===== src/sv/magnetometer_minmax_calibrator_macros.svh =====
// assertion helpers shared by the calibrator modules
// the enclosing module must provide clk and arst_n
`ifndef MAGNETOMETER_MINMAX_CALIBRATOR_MACROS_SVH
`define MAGNETOMETER_MINMAX_CALIBRATOR_MACROS_SVH
`ifndef SYNTHESIS
`define MMC_ASSERT_IMP(lbl, ante, cons) \
	lbl: assert property (@(posedge clk) disable iff (!arst_n) (ante) |-> (cons)) \
	else $error("calibrator check failed");
`define MMC_ASSERT_NXT(lbl, ante, cons) \
	lbl: assert property (@(posedge clk) disable iff (!arst_n) (ante) |=> (cons)) \
	else $error("calibrator check failed");
`else
`define MMC_ASSERT_IMP(lbl, ante, cons)
`define MMC_ASSERT_NXT(lbl, ante, cons)
`endif
`endif


===== src/sv/mmc_pkg.sv =====
package mmc_pkg;

	localparam int DATA_W    = 16;
	localparam int SPAN_W    = DATA_W + 1;
	localparam int PROD_W    = 31;
	localparam int QUO_W     = 30;
	localparam int STEP_BITS = 2;
	localparam int DIV_STEPS = QUO_W / STEP_BITS;
	localparam int CNT_W     = $clog2(DIV_STEPS);
	localparam int NUM_AXES  = 3;

	localparam logic signed [DATA_W-1:0] LOW_RST   = 16'sd32760;
	localparam logic signed [DATA_W-1:0] HIGH_RST  = -16'sd32760;
	localparam logic signed [DATA_W-1:0] CAL_LOW   = 16'sd32000;
	localparam logic signed [DATA_W-1:0] CAL_HIGH  = -16'sd32000;
	localparam logic signed [PROD_W-1:0] SCALE     = 31'sd10000;
	localparam logic signed [31:0]       OFFSET    = 32'sd5000;
	localparam logic [DATA_W-1:0]        SPAN_RST  = 16'd32;

	typedef enum logic [2:0] {
		REQ_SAMPLE   = 3'd0,
		REQ_START    = 3'd1,
		REQ_END      = 3'd2,
		REQ_LOAD_MIN = 3'd3,
		REQ_LOAD_MAX = 3'd4
	} req_t;

	typedef enum logic {
		REG_AXIS_SWAP = 1'b0,
		REG_MIN_SPAN  = 1'b1
	} reg_idx_t;

	typedef struct packed {
		req_t req;
		logic tracking;
		logic apply;
		logic calc;
		logic div_start;
		logic store_raw;
	} lane_ctrl_t;

	typedef struct packed {
		logic span_ok;
		logic done;
	} lane_stat_t;

	function automatic logic signed [DATA_W-1:0] sat16(input logic signed [31:0] v);
		if (v > 32'sd32767) begin
			return 16'sh7fff;
		end else if (v < -32'sd32768) begin
			return 16'sh8000;
		end
		return v[DATA_W-1:0];
	endfunction

endpackage


===== src/sv/mmc_div.sv =====
`include "magnetometer_minmax_calibrator_macros.svh"

module mmc_div (
	input  logic                        clk,
	input  logic                        arst_n,
	input  logic                        start,
	input  logic [mmc_pkg::QUO_W-1:0]   dividend,
	input  logic [mmc_pkg::DATA_W-1:0]  divisor,
	output logic [mmc_pkg::QUO_W-1:0]   quotient,
	output logic                        done
);

	logic                          busy_q;
	logic                          done_q;
	logic [mmc_pkg::CNT_W-1:0]     cnt_q;
	logic [mmc_pkg::DATA_W-1:0]    rem_q;
	logic [mmc_pkg::DATA_W-1:0]    div_q;
	logic [mmc_pkg::QUO_W-1:0]     quo_q;
	logic [mmc_pkg::DATA_W-1:0]    rem_n;
	logic [mmc_pkg::QUO_W-1:0]     quo_n;
	logic [mmc_pkg::SPAN_W-1:0]    trial;

	// restoring division, two quotient bits a cycle
	always_comb begin
		rem_n = rem_q;
		quo_n = quo_q;
		trial = '0;
		for (int i = 0; i < mmc_pkg::STEP_BITS; i++) begin
			trial = {rem_n, quo_n[mmc_pkg::QUO_W-1]};
			if (trial >= {1'b0, div_q}) begin
				trial = trial - {1'b0, div_q};
				quo_n = {quo_n[mmc_pkg::QUO_W-2:0], 1'b1};
			end else begin
				quo_n = {quo_n[mmc_pkg::QUO_W-2:0], 1'b0};
			end
			rem_n = trial[mmc_pkg::DATA_W-1:0];
		end
	end

	always_ff @(posedge clk or negedge arst_n) begin
		if (!arst_n) begin
			busy_q <= 1'b0;
			done_q <= 1'b0;
			cnt_q  <= '0;
		end else begin
			done_q <= 1'b0;
			if (start) begin
				busy_q <= 1'b1;
				cnt_q  <= '0;
			end else if (busy_q) begin
				cnt_q <= cnt_q + mmc_pkg::CNT_W'(1);
				if (cnt_q == mmc_pkg::CNT_W'(mmc_pkg::DIV_STEPS - 1)) begin
					busy_q <= 1'b0;
					done_q <= 1'b1;
				end
			end
		end
	end

	always_ff @(posedge clk) begin
		if (start) begin
			rem_q <= '0;
			quo_q <= dividend;
			div_q <= divisor;
		end else if (busy_q) begin
			rem_q <= rem_n;
			quo_q <= quo_n;
		end
	end

	assign quotient = quo_q;
	assign done     = done_q;

	`MMC_ASSERT_IMP(a_start_when_idle, start, !busy_q)
	`MMC_ASSERT_NXT(a_done_single, done_q, !done_q)
	`MMC_ASSERT_IMP(a_cnt_range, busy_q, cnt_q < mmc_pkg::CNT_W'(mmc_pkg::DIV_STEPS))

endmodule


===== src/sv/mmc_lane.sv =====
module mmc_lane (
	input  logic                              clk,
	input  logic                              arst_n,
	input  mmc_pkg::lane_ctrl_t               ctrl,
	input  logic signed [mmc_pkg::DATA_W-1:0] din,
	input  logic [mmc_pkg::DATA_W-1:0]        thr,
	output mmc_pkg::lane_stat_t               stat,
	output logic signed [mmc_pkg::DATA_W-1:0] low,
	output logic signed [mmc_pkg::DATA_W-1:0] high,
	output logic signed [mmc_pkg::DATA_W-1:0] result
);

	logic signed [mmc_pkg::DATA_W-1:0] low_q;
	logic signed [mmc_pkg::DATA_W-1:0] high_q;
	logic signed [mmc_pkg::DATA_W-1:0] result_q;
	logic signed [mmc_pkg::DATA_W-1:0] v_q;
	logic signed [mmc_pkg::PROD_W-1:0] prod_s2;
	logic signed [mmc_pkg::SPAN_W-1:0] span_s2;

	logic signed [mmc_pkg::SPAN_W-1:0] span;
	logic signed [mmc_pkg::SPAN_W-1:0] diff;
	logic signed [mmc_pkg::PROD_W-1:0] prod;
	logic [mmc_pkg::QUO_W-1:0]         dividend;
	logic [mmc_pkg::QUO_W-1:0]         quo;
	logic                              div_done;
	logic signed [31:0]                q_signed;
	logic signed [mmc_pkg::DATA_W-1:0] v_inc;
	logic signed [mmc_pkg::DATA_W-1:0] v_dec;

	assign v_inc = mmc_pkg::sat16(32'(din) + 32'sd1);
	assign v_dec = mmc_pkg::sat16(32'(din) - 32'sd1);

	assign span = mmc_pkg::SPAN_W'(high_q) - mmc_pkg::SPAN_W'(low_q);
	assign diff = mmc_pkg::SPAN_W'(v_q) - mmc_pkg::SPAN_W'(low_q);
	assign prod = mmc_pkg::PROD_W'(diff) * mmc_pkg::SCALE;

	// magnitude into the divider, sign put back afterwards (truncates toward zero)
	assign dividend = prod_s2[mmc_pkg::PROD_W-1] ? mmc_pkg::QUO_W'(-prod_s2)
	                                             : prod_s2[mmc_pkg::QUO_W-1:0];
	assign q_signed = prod_s2[mmc_pkg::PROD_W-1] ? -$signed(32'(quo)) : $signed(32'(quo));

	mmc_div u_div (
		.clk      (clk),
		.arst_n   (arst_n),
		.start    (ctrl.div_start),
		.dividend (dividend),
		.divisor  (span_s2[mmc_pkg::DATA_W-1:0]),
		.quotient (quo),
		.done     (div_done)
	);

	always_ff @(posedge clk or negedge arst_n) begin
		if (!arst_n) begin
			low_q    <= mmc_pkg::LOW_RST;
			high_q   <= mmc_pkg::HIGH_RST;
			result_q <= '0;
		end else begin
			if (ctrl.apply) begin
				unique case (ctrl.req)
					mmc_pkg::REQ_SAMPLE: begin
						if (ctrl.tracking) begin
							if (din > high_q) high_q <= v_inc;
							if (din < low_q) low_q <= v_dec;
						end
					end
					mmc_pkg::REQ_START: begin
						if (!ctrl.tracking) begin
							low_q  <= mmc_pkg::CAL_LOW;
							high_q <= mmc_pkg::CAL_HIGH;
						end
					end
					mmc_pkg::REQ_LOAD_MIN: low_q  <= din;
					mmc_pkg::REQ_LOAD_MAX: high_q <= din;
					default: ;
				endcase
			end
			if (ctrl.store_raw) begin
				result_q <= v_q;
			end else if (div_done) begin
				result_q <= mmc_pkg::sat16(q_signed - mmc_pkg::OFFSET);
			end
		end
	end

	always_ff @(posedge clk) begin
		if (ctrl.apply) begin
			v_q <= din;
		end
		if (ctrl.calc) begin
			prod_s2 <= prod;
			span_s2 <= span;
		end
	end

	assign stat.span_ok = span >= $signed({1'b0, thr});
	assign stat.done    = div_done;
	assign low          = low_q;
	assign high         = high_q;
	assign result       = result_q;

endmodule


===== src/sv/magnetometer_minmax_calibrator.sv =====
// min/max hard-iron calibrator for a 3-axis magnetometer
// request channel: req_valid / req_stall carry one word (req_type plus three
//   signed axis values); the word is taken when req_valid is high and
//   req_stall is low. req_stall is high from acceptance until the result has
//   been moved into the output register
// result channel: res_valid / res_stall carry one word per request, holding
//   the last sample (scaled or raw), the scaled and calibrating flags and
//   the six current bounds
// sequence: a sample that gets scaled passes the setup states (apply, check,
//   load), the per-axis radix-4 divider and its done strobe, then the output
//   load before res_valid; every other request skips the divider
// overlap: the three axis dividers run side by side; the next word is taken
//   only after the output load, so a new word is not accepted while the
//   previous one is still being processed
// the output register frees the request side: a new word is accepted while
//   the previous result still waits; if the receiver stalls, the finished
//   word waits in its final state until the register is free
// reset (arst_n low): bounds go to +/-32760, tracking and scaled clear,
//   stored sample goes to zero, axis_swap = 0, min_span = 32
// registers over the APB-style port: axis_swap at 0x0, min_span at 0x4
`include "magnetometer_minmax_calibrator_macros.svh"

module magnetometer_minmax_calibrator (
	input  logic                               clk,
	input  logic                               arst_n,
	// configuration port
	input  logic                               psel,
	input  logic                               penable,
	input  logic                               pwrite,
	input  logic [2:0]                         paddr,
	input  logic [31:0]                        pwdata,
	output logic [31:0]                        prdata,
	output logic                               pready,
	// request channel
	input  logic                               req_valid,
	output logic                               req_stall,
	input  logic [2:0]                         req_type,
	input  logic signed [mmc_pkg::DATA_W-1:0]  sample_x,
	input  logic signed [mmc_pkg::DATA_W-1:0]  sample_y,
	input  logic signed [mmc_pkg::DATA_W-1:0]  sample_z,
	// result channel
	output logic                               res_valid,
	input  logic                               res_stall,
	output logic signed [mmc_pkg::DATA_W-1:0]  out_x,
	output logic signed [mmc_pkg::DATA_W-1:0]  out_y,
	output logic signed [mmc_pkg::DATA_W-1:0]  out_z,
	output logic                               scaled,
	output logic                               calibrating,
	output logic signed [mmc_pkg::DATA_W-1:0]  cal_min_x,
	output logic signed [mmc_pkg::DATA_W-1:0]  cal_max_x,
	output logic signed [mmc_pkg::DATA_W-1:0]  cal_min_y,
	output logic signed [mmc_pkg::DATA_W-1:0]  cal_max_y,
	output logic signed [mmc_pkg::DATA_W-1:0]  cal_min_z,
	output logic signed [mmc_pkg::DATA_W-1:0]  cal_max_z
);

	typedef enum logic [2:0] {
		S_IDLE,   // waiting for a request word
		S_APPLY,  // lanes update their bounds
		S_CHECK,  // spans compared, products registered
		S_LOAD,   // raw store or divider start
		S_DIV,    // dividers running
		S_DONE    // waiting for the output register
	} state_t;

	localparam int N = mmc_pkg::NUM_AXES;

	state_t state_q;

	// configuration
	logic                        axis_swap_q;
	logic [mmc_pkg::DATA_W-1:0]  min_span_q;
	logic [mmc_pkg::DATA_W-1:0]  thr;
	logic                        cfg_wr;

	// architectural flags
	logic tracking_q;
	logic last_scaled_q;
	logic ok_q;

	// request word held for the whole operation
	mmc_pkg::req_t                     req_q;
	logic signed [mmc_pkg::DATA_W-1:0] raw_q [N];
	logic signed [mmc_pkg::DATA_W-1:0] remap [N];
	logic signed [mmc_pkg::DATA_W-1:0] din   [N];

	// lanes
	mmc_pkg::lane_ctrl_t               ctrl;
	mmc_pkg::lane_stat_t               stat  [N];
	logic signed [mmc_pkg::DATA_W-1:0] low   [N];
	logic signed [mmc_pkg::DATA_W-1:0] high  [N];
	logic signed [mmc_pkg::DATA_W-1:0] res   [N];
	logic [N-1:0]                      span_ok;
	logic [N-1:0]                      done;
	logic                              all_ok;
	logic                              all_done;

	// output register
	logic                              res_valid_q;
	logic                              load_out;
	logic signed [mmc_pkg::DATA_W-1:0] out_res_q  [N];
	logic signed [mmc_pkg::DATA_W-1:0] out_low_q  [N];
	logic signed [mmc_pkg::DATA_W-1:0] out_high_q [N];
	logic                              out_scaled_q;
	logic                              out_cal_q;

	// ---------------------------------------------------------------
	// configuration port: word address in paddr[2], always ready
	// ---------------------------------------------------------------
	assign pready = 1'b1;
	assign cfg_wr = psel && penable && pwrite;

	always_ff @(posedge clk or negedge arst_n) begin
		if (!arst_n) begin
			axis_swap_q <= 1'b0;
			min_span_q  <= mmc_pkg::SPAN_RST;
		end else if (cfg_wr) begin
			unique case (mmc_pkg::reg_idx_t'(paddr[2]))
				mmc_pkg::REG_AXIS_SWAP: axis_swap_q <= pwdata[0];
				mmc_pkg::REG_MIN_SPAN:  min_span_q  <= pwdata[mmc_pkg::DATA_W-1:0];
			endcase
		end
	end

	always_comb begin
		prdata = '0;
		if (paddr[1:0] == 2'b00) begin
			unique case (mmc_pkg::reg_idx_t'(paddr[2]))
				mmc_pkg::REG_AXIS_SWAP: prdata = {31'd0, axis_swap_q};
				mmc_pkg::REG_MIN_SPAN:  prdata = {16'd0, min_span_q};
			endcase
		end
	end

	// a zero threshold behaves as one, so a non-positive span is never divided
	assign thr = (min_span_q == '0) ? mmc_pkg::DATA_W'(1) : min_span_q;

	// ---------------------------------------------------------------
	// axis remap: swapped x takes y, swapped y takes the negated x
	// (negating the most negative reading saturates)
	// ---------------------------------------------------------------
	always_comb begin
		remap[0] = axis_swap_q ? raw_q[1] : raw_q[0];
		remap[1] = axis_swap_q ? mmc_pkg::sat16(32'sd0 - 32'(raw_q[0])) : raw_q[1];
		remap[2] = raw_q[2];
		for (int i = 0; i < N; i++) begin
			// bound loads take the word as given, samples take the remapped axes
			din[i] = (req_q == mmc_pkg::REQ_SAMPLE) ? remap[i] : raw_q[i];
		end
	end

	// ---------------------------------------------------------------
	// lane control
	// ---------------------------------------------------------------
	always_comb begin
		ctrl.req       = req_q;
		ctrl.tracking  = tracking_q;
		ctrl.apply     = (state_q == S_APPLY);
		ctrl.calc      = (state_q == S_CHECK);
		ctrl.div_start = (state_q == S_LOAD) && (req_q == mmc_pkg::REQ_SAMPLE) && ok_q;
		ctrl.store_raw = (state_q == S_LOAD) && (req_q == mmc_pkg::REQ_SAMPLE) && !ok_q;
	end

	for (genvar g = 0; g < N; g++) begin : g_lane
		mmc_lane u_lane (
			.clk    (clk),
			.arst_n (arst_n),
			.ctrl   (ctrl),
			.din    (din[g]),
			.thr    (thr),
			.stat   (stat[g]),
			.low    (low[g]),
			.high   (high[g]),
			.result (res[g])
		);
		assign span_ok[g] = stat[g].span_ok;
		assign done[g]    = stat[g].done;
	end

	// merge: scaling only when every axis has enough span
	assign all_ok   = &span_ok;
	assign all_done = &done;

	// ---------------------------------------------------------------
	// sequencer and registered handshake outputs
	// ---------------------------------------------------------------
	assign load_out = (state_q == S_DONE) && (!res_valid_q || !res_stall);

	always_ff @(posedge clk or negedge arst_n) begin
		if (!arst_n) begin
			state_q       <= S_IDLE;
			tracking_q    <= 1'b0;
			last_scaled_q <= 1'b0;
			ok_q          <= 1'b0;
			res_valid_q   <= 1'b0;
		end else begin
			// a new word may replace the one leaving in the same cycle
			if (load_out) begin
				res_valid_q <= 1'b1;
			end else if (res_valid_q && !res_stall) begin
				res_valid_q <= 1'b0;
			end
			unique case (state_q)
				S_IDLE: begin
					if (req_valid) begin
						state_q <= S_APPLY;
					end
				end
				S_APPLY: begin
					if (req_q == mmc_pkg::REQ_START) begin
						tracking_q <= 1'b1;
					end else if (req_q == mmc_pkg::REQ_END) begin
						tracking_q <= 1'b0;
					end
					state_q <= S_CHECK;
				end
				S_CHECK: begin
					ok_q    <= all_ok;
					state_q <= S_LOAD;
				end
				S_LOAD: begin
					if (req_q == mmc_pkg::REQ_SAMPLE && ok_q) begin
						state_q <= S_DIV;
					end else begin
						if (req_q == mmc_pkg::REQ_SAMPLE) begin
							last_scaled_q <= 1'b0;
						end
						state_q <= S_DONE;
					end
				end
				S_DIV: begin
					if (all_done) begin
						last_scaled_q <= 1'b1;
						state_q       <= S_DONE;
					end
				end
				S_DONE: begin
					if (load_out) begin
						state_q <= S_IDLE;
					end
				end
				default: state_q <= S_IDLE;
			endcase
		end
	end

	assign req_stall = (state_q != S_IDLE);
	assign res_valid = res_valid_q;

	// request capture and result snapshot
	always_ff @(posedge clk) begin
		if (req_valid && !req_stall) begin
			req_q    <= mmc_pkg::req_t'(req_type);
			raw_q[0] <= sample_x;
			raw_q[1] <= sample_y;
			raw_q[2] <= sample_z;
		end
		if (load_out) begin
			for (int i = 0; i < N; i++) begin
				out_res_q[i]  <= res[i];
				out_low_q[i]  <= low[i];
				out_high_q[i] <= high[i];
			end
			out_scaled_q <= last_scaled_q;
			out_cal_q    <= tracking_q;
		end
	end

	assign out_x       = out_res_q[0];
	assign out_y       = out_res_q[1];
	assign out_z       = out_res_q[2];
	assign scaled      = out_scaled_q;
	assign calibrating = out_cal_q;
	assign cal_min_x   = out_low_q[0];
	assign cal_max_x   = out_high_q[0];
	assign cal_min_y   = out_low_q[1];
	assign cal_max_y   = out_high_q[1];
	assign cal_min_z   = out_low_q[2];
	assign cal_max_z   = out_high_q[2];

	`MMC_ASSERT_NXT(a_accept_to_apply, req_valid && !req_stall, state_q == S_APPLY)
	`MMC_ASSERT_IMP(a_done_only_in_div, done[0], state_q == S_DIV)
	`MMC_ASSERT_NXT(a_hold_until_free, state_q == S_DONE && res_valid_q && res_stall, state_q == S_DONE)

endmodule

===== config.mk =====
export PLATFORM = sky130hd
export DESIGN_NAME = magnetometer_minmax_calibrator
export DESIGN_NICKNAME = d
export VERILOG_FILES = /design/src/sv/mmc_pkg.sv /design/src/sv/mmc_div.sv /design/src/sv/mmc_lane.sv /design/src/sv/magnetometer_minmax_calibrator.sv
export VERILOG_INCLUDE_DIRS = /design/src /design/src/sv
export SDC_FILE = /design/constraint.sdc
export NUM_CORES = 2
export LEC_CHECK = 0
export ABC_CLOCK_PERIOD_IN_PS = 20500
export BUFFER_PORTS_ARGS = -buffer_cell sky130_fd_sc_hd__buf_2
export CAP_MARGIN = 20
export CELL_PAD_IN_SITES_DETAIL_PLACEMENT = 1
export CELL_PAD_IN_SITES_GLOBAL_PLACEMENT = 1
export CORE_ASPECT_RATIO = 1.2
export CORE_MARGIN = 2
export CORE_UTILIZATION = 55
export CTS_BUF_LIST = sky130_fd_sc_hd__clkbuf_2 sky130_fd_sc_hd__clkbuf_4 sky130_fd_sc_hd__clkbuf_8
export CTS_CLUSTER_DIAMETER = 200
export DETAILED_ROUTE_END_ITERATION = 10
export GPL_TIMING_DRIVEN = 0
export PLACE_DENSITY_LB_ADDON = 0.3
export SLEW_MARGIN = 20
export SYNTH_ARGS = -nofsm -noshare
export SYNTH_HDL_FRONTEND = slang
export SYNTH_SLANG_ARGS = --single-unit

===== constraint.sdc =====
create_clock -name clk -period 20.5 [get_ports clk]
set_clock_uncertainty 0.15 [all_clocks]
set_input_delay 3.075 -clock clk [delete_from_list [all_inputs] [get_ports clk]]
set_output_delay 3.075 -clock clk [all_outputs]
set_load 0.05 [all_outputs]

==> impl_metrics.tcl <==
set metrics [dict create \
    cts.path.max_buffers 3 \
    grt_pass1_vias 54860 \
    reg2reg_to "g_lane[1].u_lane.prod_s2[30]$_DFFE_PP_" \
    async_flop_share_pct 24.93 \
    grt_usage_pct 38.93 \
    tightest_slew_ns 1.272 \
    die_width_um 301.5 \
    path_clk_slew_ns 0.07 \
    worstHoldStart "g_lane[1].u_lane.span_s2[8]$_DFFE_PP_" \
    syn_area_mm2 0.05840 \
    slowest_stage "o41ai_1" \
    cpPeakStageDelay_ns 0.92 \
    finalNetCount 7311 \
    dieHeight_um 361.0 \
    path_class "reg2reg" \
    hold_end "g_lane[1].u_lane.u_div.div_q[8]$_DFFE_PP_" \
    cp-start-kind "register" \
    worstPathRequired_ns 20.98 \
    grt_overflow_total 0 \
    rsz0062_at_grt "false" \
    drv_cap 0 \
    mostFrequentLayoutCells "622 x ha_1, 559 x inv_1, 512 x edfxtp_1" \
    area_growth_pct 10.85 \
    grt_max_degree 94 \
    clock-sinks 746 \
    ios 274 \
    regToRegStartpoint "g_lane[1].u_lane.low[0]$_DFFE_PN0P_" \
    place.gp.congestion 0.9780 \
    drtIter0Drc 4380 \
    postRouteAntennaNets 0 \
    placeableCoreArea_mm2 0.1049 \
    cts_buffers 134 \
    dpl.hpwl_mm 166.2 \
    ys.flop_type "edfxtp_1" \
    drc_errors 0 \
    critPathMostFrequentCell "o21ai_0" \
    syn_inst 6031 \
    htreeDepth 4 \
    final_max_slew_viol_count 0 \
    dieArea_mm2 0.1088 \
    hold_depth 0 \
    synth-edff-count 512 \
    dr_total_vias 51180 \
    fin_crit_ns 8.866 \
    final.period_utilization_pct 43.25 \
    hp-class "reg2reg" \
    fmax_ghz 0.1128 \
    fin_tns_setup_ns 0 \
    relSlewSlack_pct 14.55 \
    dr.pass1.iters 7 \
    yosysWarnings 0 \
    seq_area_frac_synth_pct 36.04 \
    end_kind "register" \
    root_buffer "clkbuf_8" \
    routed_wl_mm 214.1 \
    yosysUniqueCellTypes 115 \
    setup_viol 0 \
    status "completed" \
    final_common_cell "ha_1" \
    hold_viol 0 \
    postCtsResizedCells 0 \
    ys_seq_elements 746 \
    initial_core_util_pct 55.66 \
    reg2reg_depth 28 \
    cts_tree "yes" \
    worstPathArrival_ns 9.34 \
    postCtsSetupRepairBufs 0 \
    grt_pass1_wl_mm 324.5 \
    io_buffers 240 \
    rows 130 \
    post_drt_via_cell_ratio 6.449 \
    layout-drive-gt1-share_pct 11.99 \
    final_util_pct 61.70 \
    crit_path_max_fanout 5 \
    holdBufCountCts 0 \
    reg2reg_slack_ns 11.63 \
    syn_area_per_cell_um2 9.683 \
    clk_latency_ns 0.90 \
    antenna_found_initial 14 \
    wl_per_cell_um 26.98 \
]
-- metrics by stage --
step           instances  instance area [um^2]  setup slack, ns  hold WS [ns]
4_1_cts             7934                 64700            11.84        0.2493
3_5_place_dp        7690                 61850            11.91        0.2563
6_report            7937                 64740            11.63        0.2510
2_1_floorplan       6046                 58450            9.711        0.2503
5_1_grt             7936                 64730            11.14        0.2437
3_3_place_gp        7672                 61390            5.475        0.2502
-- critical path, delay by kind of cell, from the launching register on --
family | cells | cell delay [ns]
compound gates | 15 | 4.31
xor+xnor | 2 | 0.64
fa+ha+maj | 6 | 2.34
buf+inv | 1 | 0.05
flops | 1 | 0.55
simple gates | 4 | 0.54
-- how the worst max path moves through the flow --
stage | start | end | slack, ns | depth (start not counted)
floorplan | res_stall | calibrating$_DFFE_PP_ | 9.71 | 1
global placement | res_stall | out_res_q[0][41]$_DFFE_PP_ | 5.47 | 2
detailed placement | g_lane[0].u_lane.low[0]$_DFFE_PN0P_ | g_lane[0].u_lane.prod_s2[30]$_DFFE_PP_ | 11.91 | 28
CTS | g_lane[2].u_lane.low[0]$_DFFE_PN0P_ | g_lane[2].u_lane.prod_s2[30]$_DFFE_PP_ | 11.84 | 29
global route | g_lane[0].u_lane.low[0]$_DFFE_PN0P_ | g_lane[0].u_lane.prod_s2[30]$_DFFE_PP_ | 11.14 | 28
finish | g_lane[1].u_lane.low[0]$_DFFE_PN0P_ | g_lane[1].u_lane.prod_s2[30]$_DFFE_PP_ | 11.63 | 28
-- routing by layer --
layer	GRT usage (%)	routed length, um	up-vias
li1	-	-	22610
met1	45.61	79560	25520
met2	64.98	102200	2311
met3	6.864	16090	743
met4	26.42	16180	8
met5	0	59	-
-- kinds of logic after synthesis --
kind of cell	synth area share [%]
AND/OR/NAND/NOR	13.82
AO/OA/AOI/OAI	15.66
buffers and inverters	5.596
adder cells (fa/ha/maj)	18.73
flip-flops	36.04
XOR/XNOR	6.419
multiplexers	3.724
other	0.01286
-- synthesized netlist by cell type, drive strengths merged, types with 11 or more instances --
| library cell | count | area share, % |
|---|---|---|
| nand4 | 99 | 1.1 |
| dfxtp | 48 | 1.6 |
| ha | 622 | 13 |
| o21ai | 409 | 3.5 |
| and3 | 49 | 0.53 |
| or3 | 62 | 0.66 |
| or4 | 46 | 0.60 |
| nor3 | 120 | 1.0 |
| xnor2 | 241 | 3.6 |
| o41ai | 42 | 0.70 |
| xor2 | 187 | 2.8 |
| nor2 | 344 | 2.2 |
| a41oi | 12 | 0.18 |
| a21boi | 37 | 0.48 |
| nand2 | 435 | 2.8 |
| a211oi | 41 | 0.53 |
| a21oi | 375 | 3.2 |
| a211o | 17 | 0.26 |
| nor3b | 17 | 0.23 |
| a21o | 92 | 1.2 |
| nand2b | 45 | 0.48 |
| o22ai | 56 | 0.60 |
| clkbuf | 206 | 1.4 |
| nor4 | 64 | 0.71 |
| a2111oi | 15 | 0.23 |
| mux2 | 98 | 1.9 |
| nor4b | 11 | 0.19 |
| a31oi | 48 | 0.51 |
| fa | 156 | 5.3 |
| o21a | 51 | 0.66 |
| nand3b | 13 | 0.17 |
| nor2b | 73 | 0.78 |
| nand3 | 105 | 0.90 |
| o211ai | 23 | 0.30 |
| dfstp | 43 | 1.9 |
| mux2i | 107 | 1.8 |
| or2 | 39 | 0.42 |
| o2111ai | 14 | 0.22 |
| and2 | 49 | 0.53 |
| o31ai | 76 | 1.0 |
| inv | 561 | 3.6 |
| o21bai | 28 | 0.36 |
| buf | 50 | 0.54 |
| edfxtp | 512 | 26 |
| dfrtp | 143 | 6.1 |
-- registers in the layout, summed over array words and instances (netlist names), 12 cells and up --
register / count
g_lane.u_lane.v_q: 48
g_lane.u_lane.high: 48
g_lane.u_lane.span_s2: 48
g_lane.u_lane.prod_s2: 81
out_high_q: 48
g_lane.u_lane.u_div.quotient: 90
g_lane.u_lane.result: 48
g_lane.u_lane.u_div.cnt_q: 12
g_lane.u_lane.u_div.rem_q: 48
out_res_q: 48
min_span_q: 16
raw_q: 48
out_low_q: 48
g_lane.u_lane.low: 48
g_lane.u_lane.u_div.div_q: 48
-- layout make-up --
class / count / area, um^2
Multi-Input combinational cell: 4478 / 34250
Clock buffer: 191 / 2391
Timing Repair Buffer: 258 / 1569
Fill cell: 11920 / 40180
Sequential cell: 746 / 21040
Clock inverter: 53 / 462.9
Buffer: 257 / 1154
Antenna cell: 3 / 7.507
Tap cell: 1386 / 1734
Inverter: 565 / 2126
Power is not shown: default switching activity piles up to over one toggle a cycle in this logic, so the estimate is an artifact.
